`src/sv/pmfb_pkg.sv`:
```
// Package for the paged monochrome framebuffer blitter.
// Holds screen geometry, command codes, channel payloads and controller links.
// No dependencies.
`default_nettype none

package pmfb_pkg;

	localparam int SCREEN_WIDTH  = 128;
	localparam int SCREEN_HEIGHT = 64;
	localparam int PAGE_ROWS     = 8;
	localparam int PAGES         = (SCREEN_HEIGHT + PAGE_ROWS - 1) / PAGE_ROWS;
	localparam int FRAME_BYTES   = SCREEN_WIDTH * PAGES;
	localparam int ADDR_W        = $clog2(FRAME_BYTES);

	// Command codes
	localparam logic [2:0] OP_CLEAR     = 3'd0;
	localparam logic [2:0] OP_PIXEL     = 3'd1;
	localparam logic [2:0] OP_RECT      = 3'd2;
	localparam logic [2:0] OP_SPR_START = 3'd3;
	localparam logic [2:0] OP_SPR_BYTE  = 3'd4;
	localparam logic [2:0] OP_PUBLISH   = 3'd5;
	localparam logic [2:0] OP_READ      = 3'd6;

	typedef struct packed {
		logic [2:0] operation;
		logic [7:0] pos_x;
		logic [7:0] pos_y;
		logic [7:0] corner_x;
		logic [7:0] corner_y;
		logic [7:0] sprite_width;
		logic [7:0] sprite_height;
		logic       draw_color;
		logic       skip_clear_bits;
		logic [7:0] pattern_byte;
		logic [9:0] read_address;
	} cmd_t;

	typedef struct packed {
		logic [7:0] read_data;
		logic       sprite_complete;
	} rsp_t;

	// Controller to datapath
	typedef struct packed {
		logic accept;
		logic init_clr;
		logic clear_wr;
		logic rect_rd;
		logic rect_wr;
		logic spr_wr;
		logic copy_rd;
		logic finish;
	} ctl_cmd_t;

	// Datapath to controller
	typedef struct packed {
		logic [2:0] op;
		logic       rect_empty;
		logic       rect_last;
		logic       spr_active;
		logic       spr_stop;
		logic       sweep_last;
		logic       rsp_free;
	} ctl_sts_t;

	// Byte index of a column within a page
	function automatic logic [ADDR_W-1:0] byte_addr(logic [4:0] page, logic [7:0] col);
		return ADDR_W'(32'(page) * SCREEN_WIDTH + 32'(col));
	endfunction

endpackage

`default_nettype wire

```
`src/sv/pmfb_ctrl.sv`:
```
// Controller state machine of the framebuffer blitter.
// Depends on pmfb_pkg; drives pmfb_datapath through ctl_cmd_t.
`default_nettype none

module pmfb_ctrl (
	input  wire                  clk,
	input  wire                  arst_n,
	input  wire                  in_valid,
	output logic                 in_ready,
	input  wire pmfb_pkg::ctl_sts_t sts,
	output pmfb_pkg::ctl_cmd_t   ctl
);
	import pmfb_pkg::*;

	typedef enum logic [3:0] {
		ST_INIT,
		ST_IDLE,
		ST_DECODE,
		ST_CLEAR,
		ST_RECT_RD,
		ST_RECT_WR,
		ST_SPR_RD,
		ST_SPR_WR,
		ST_COPY,
		ST_COPY_TAIL,
		ST_READ,
		ST_FINISH
	} state_t;

	state_t state_q;

	assign in_ready = (state_q == ST_IDLE) && sts.rsp_free;

	// Decode datapath commands from state
	always_comb begin
		ctl          = '0;
		ctl.accept   = in_ready && in_valid;
		ctl.init_clr = (state_q == ST_INIT);
		ctl.clear_wr = (state_q == ST_CLEAR);
		ctl.rect_rd  = (state_q == ST_RECT_RD);
		ctl.rect_wr  = (state_q == ST_RECT_WR);
		ctl.spr_wr   = (state_q == ST_SPR_WR);
		ctl.copy_rd  = (state_q == ST_COPY);
		ctl.finish   = (state_q == ST_FINISH);
	end

	// Advance state
	always_ff @(posedge clk or negedge arst_n) begin
		if (!arst_n) begin
			state_q <= ST_INIT;
		end else begin
			case (state_q)
				ST_INIT: begin
					if (sts.sweep_last) state_q <= ST_IDLE;
				end
				ST_IDLE: begin
					if (in_valid && in_ready) state_q <= ST_DECODE;
				end
				ST_DECODE: begin
					case (sts.op)
						OP_CLEAR:    state_q <= ST_CLEAR;
						OP_PIXEL,
						OP_RECT:     state_q <= sts.rect_empty ? ST_FINISH : ST_RECT_RD;
						OP_SPR_BYTE: state_q <= sts.spr_active ? ST_SPR_RD : ST_FINISH;
						OP_PUBLISH:  state_q <= ST_COPY;
						OP_READ:     state_q <= ST_READ;
						default:     state_q <= ST_FINISH;
					endcase
				end
				ST_CLEAR: begin
					if (sts.sweep_last) state_q <= ST_FINISH;
				end
				ST_RECT_RD: state_q <= ST_RECT_WR;
				ST_RECT_WR: begin
					state_q <= sts.rect_last ? ST_FINISH : ST_RECT_RD;
				end
				ST_SPR_RD: state_q <= ST_SPR_WR;
				ST_SPR_WR: begin
					state_q <= sts.spr_stop ? ST_FINISH : ST_SPR_RD;
				end
				ST_COPY: begin
					if (sts.sweep_last) state_q <= ST_COPY_TAIL;
				end
				ST_COPY_TAIL: state_q <= ST_FINISH;
				ST_READ:      state_q <= ST_FINISH;
				ST_FINISH:    state_q <= ST_IDLE;
				default:      state_q <= ST_IDLE;
			endcase
		end
	end

endmodule

`default_nettype wire

```
`config.mk`:
```
export PLATFORM = sky130hd
export DESIGN_NAME = pmfb_ctrl
export DESIGN_NICKNAME = d
export VERILOG_FILES = /design/src/sv/pmfb_pkg.sv /design/src/sv/pmfb_ctrl.sv
export SDC_FILE = /design/constraint.sdc
export NUM_CORES = 1
export LEC_CHECK = 0
export BUFFER_PORTS_ARGS = -buffer_cell sky130_fd_sc_hd__buf_2
export CORE_MARGIN = 1
export CORE_UTILIZATION = 24
export DETAILED_ROUTE_END_ITERATION = 7
export GPL_TIMING_DRIVEN = 0
export PLACE_DENSITY = 0.5
export SLEW_MARGIN = 10
export SYNTH_ARGS = -nofsm -noshare
export SYNTH_HDL_FRONTEND = slang
export SYNTH_SLANG_ARGS = --single-unit
```
`constraint.sdc`:
```
create_clock -name clk -period 1.85 [get_ports clk]
set_input_delay 0.0925 -clock clk [delete_from_list [all_inputs] [get_ports clk]]
set_output_delay 0.0925 -clock clk [all_outputs]
set_load 0.01 [all_outputs]
```
; Word-level counts from Yosys, hierarchy flattened
; Cells that the tools add are included.
[totals]
out_inout_bits = 9
wordCells = 38
register_bits = 4
[op_classes]
eq_ne = 20
muxes = 10
reduce_logical = 7
[ops]
columns = operator, count
row1 = $pmux 4 s10, 1
row2 = $mux 4, 8
row3 = $pmux 4 s5, 1
row4 = $eq 4x3->1 const B, 4
row5 = $eq 4x4->1 const B, 4
row6 = $eq 3x3->1 const B, 3
row7 = $eq 4x2->1 const B, 2
row8 = $ne 2x2->1 const B, 4
row9 = $eq 4x1->1 const B, 1
row10 = $logic_not 4->1, 1
row11 = $reduce_and 4->1, 1
row12 = $reduce_or 2->1, 2
row13 = $eq 3x1->1 const B, 1
row14 = $eq 3x2->1 const B, 1
row15 = $logic_not 3->1, 1
row16 = $logic_and 1x1->1, 2

; Depth between registers and ports, before layout
[logic_depth]
word_depth = 5
depth_mapped = 5
depth_no_buf = 4

; Worst setup path before layout
; Ideal clock, no wire load.
[synth_path]
kind = register to register
from = register state_q[1]
to = register state_q[0]
path_buffers = 0
synth_period_minus_slack_ns = 1.329
arrival_ns = 1.203
required_ns = 1.724
setup_slack_ns = 0.521
stages_incl_launch_ff = 5
cell_sequence = dfrtp_1 > nand2b_1 > a211oi_1 > nor2_1 > o32a_1
[synth_via]
elab_chain_len = 5
[synth_rtl]
columns = element, line
row1 = "start, declared", pmfb_ctrl.sv:30  ; state_t state_q;
row2 = "start signal, assigned", pmfb_ctrl.sv:63  ; OP_RECT: state_q <= sts.rect_empty ? ST_FINISH : ST_RECT_RD;
row3 = "start signal, assigned", pmfb_ctrl.sv:64  ; OP_SPR_BYTE: state_q <= sts.spr_active ? ST_SPR_RD : ST_FINISH;
row4 = "start signal, assigned", pmfb_ctrl.sv:75  ; state_q <= sts.rect_last ? ST_FINISH : ST_RECT_RD;
row5 = $eq 4x1->1, "pmfb_ctrl.sv:32, pmfb_ctrl.sv:52"
row6 = $logic_and 1x1->1, pmfb_ctrl.sv:32  ; assign in_ready = (state_q == ST_IDLE) && sts.rsp_free;
row7 = $logic_and 1x1->1, pmfb_ctrl.sv:57  ; if (in_valid && in_ready) state_q <= ST_DECODE;
row8 = $ne 2x2->1 (no line), --
row9 = $reduce_and 4->1 (no line), --
; Parallel ways exist; a longest one is shown, timed or not.
; A chain may end at the register's enable or synchronous reset.

==> metrics.txt <==
status=finished clean; Final Hold Vio Count=0; clock root buffer=clkbuf_4; Detailed Routing Iterations Pass 1=4; P&R area growth vs syn=30.3%; Hold Crit Class=in -> async; Final Critical Period=1.46 ns; DR DRC count=0; vias in the first global route=approximately 500; IO Count=21; Worst R2R Path Depth=4; vias=594; Worst Path Required=around 1.8 ns; die footprint=approximately 0.0023 mm²; Die Ht=48.3 µm; post-route antenna net violation count=0; core area=0.00198 mm²; clock insertion delay at the later pin of the skew report=0.23 ns; register area share after synthesis=0.194; Rows=16; average vias per placed instance=5.08; leak pwr=about 0.3 nW; Ys Warns=0; RSZ-0062 raised after global routing=no; fmax=687 MHz; most frequent cells in the layout=buf_2, a21oi_1, nor2_1; layout cells sized above 1=0.333; Die Wd=roughly 48 µm; Final Skew=0.00187 ns; max_cap viols=0; Largest regs=state_q x4; # nets final=104; Largest Register=state_q; Synth top area share=0.194; total congestion overflow=0; post-synthesis cell type count=30; peak supply drop=0.387 mV; Avg Synthesized Cell Area=7.58 µm²; Crit. End Element=output port; CTS tree=done; 1st-iter DRT viols=21; max reg flops=4; clock tree buffer depth=2; Setup-failing EPs final=0; global-route wire length before repair=2210 µm; wire length per cell=approximately 12 µm; HPWL Detailed=just over 1000 µm; drt total wl=~1400 µm; # fillers=220; clock sinks=4; Slew @ Worst Pin=0.278 ns; max-slew violation count=0; port bufs=18; synthesized instance count=68; WS Path Type=reg -> out; initial antenna violation count=0; Worst-path clk slew=0.04 ns; Synth area leader=dfrtp_1; Initial Util=0.260; post-synthesis cell area=515 µm²; CP Launch Type=flop; DP Cell Count=113; GP Congestion=0.795; non-filler cells, final=117; cell area power density=between 1000 and 1500 mW/mm²; most common cell after layout, fill and taps aside=buf_2; top post-synthesis cells by area=dfrtp_1, a21oi_1, nor4b_1; GRT Util Overall=0.123; Antenna diodes=0; critical path peak fanout=10; Inserted Clock Buffers=3; largest net degree at the start of global routing=11; Mapped Nets=80; CP arrival=1.36 ns; H-tree levels=1; synthesized flop and latch total=4; Slew headroom=0.814; number of post-CTS setup repair buffers=0; final period utilization=0.787; cts repair resizes=0; setup TNS=0 ns
critical path, stage by stage (launching register included):
cell and delay, ns:
dfrtp_1 0.41, buf_4 0.19, nand2_1 0.12, nor3_1 0.22, buf_2 0.18
per-layer routing:
layer  wire, µm  global-route usage  vias up
met2        613               0.188       22
met1        667               0.160      269
li1           -                   -      301
met3         83              0.0409        2
met5          0                   0        -
met4         12              0.0441        0
cell usage after synthesis (all sizes together):
master  count
nor3b       1
dfrtp       4
nor3        3
or3         1
maj3        1
nand2       4
a31o        1
a221oi      1
o21ai       3
a211oi      2
a31oi       1
o32a        1
nand2b      3
nor4b       3
nor4        2
nand3b      1
buf         6
o31ai       3
nor2b       2
nor2        6
a21oi       7
a311oi      1
inv         4
or3b        2
and3b       1
o32ai       1
o2111a      1
o22ai       2
through the flow:
step	instance area [µm²]	total power [mW]	hold slack, ns	util	worst slack (ns)
final	672	0.779	0.192	0.339	0.395
after global routing	672	0.850	0.201	0.339	0.281
after detailed placement	639	0.668	-0.0999	0.323	0.409
after CTS	672	0.782	0.186	0.339	0.400
after floorplan	515	0.532	-0.203	-	0.521
after global placement	639	0.675	-0.102	0.323	0.391
path summary, 6_finish.rpt:
path,startpoint,endpoint,slack (ns)
setup / recovery,state_q[1],ctl[5],0.39
hold / removal,arst_n,state_q[1],0.19
setup reg to reg,state_q[1],state_q[0],0.41
hold reg to reg,state_q[3],state_q[2],0.61
max in group asynchronous,arst_n,state_q[2],1.54
min in group clk,sts[1],state_q[1],0.20
layout make-up:
type,instances,area [µm²],share of cell area
Multi-Input combinational cell,54,350,0.521
Tap cell,27,33.8,0.0503
Clock buffer,3,22.5,0.0335
Buffer,6,50.0,0.0745
Timing Repair Buffer,19,100,0.149
Inverter,4,15.0,0.0223
Sequential cell,4,100,0.149
logic make-up (layout without fill, tap and decap cells):
logic type | after synthesis | in the layout | share of synthesized area
AOI/OAI and AO/OA | 24 | 24 | 0.328
adders and majority gates | 1 | 1 | 0.0218
buffers and inverters | 10 | 32 | 0.126
DFF | 4 | 4 | 0.194
and+or+nand+nor | 29 | 29 | 0.330
timing repair:
item	CTS	global route
endpoints found under the hold margin	4	0
endpoints found under the setup margin	0	0
hold buffers	1	0
report_power, final:
| group | total (mW) | switching [mW] | internal (mW) |
|---|---|---|---|
| Combinational | 0.518 | 0.292 | 0.225 |
| Sequential | 0.156 | 0.0361 | 0.120 |
| Clock | 0.105 | 0.0328 | 0.0724 |
Power figures use the tool's default switching activity.
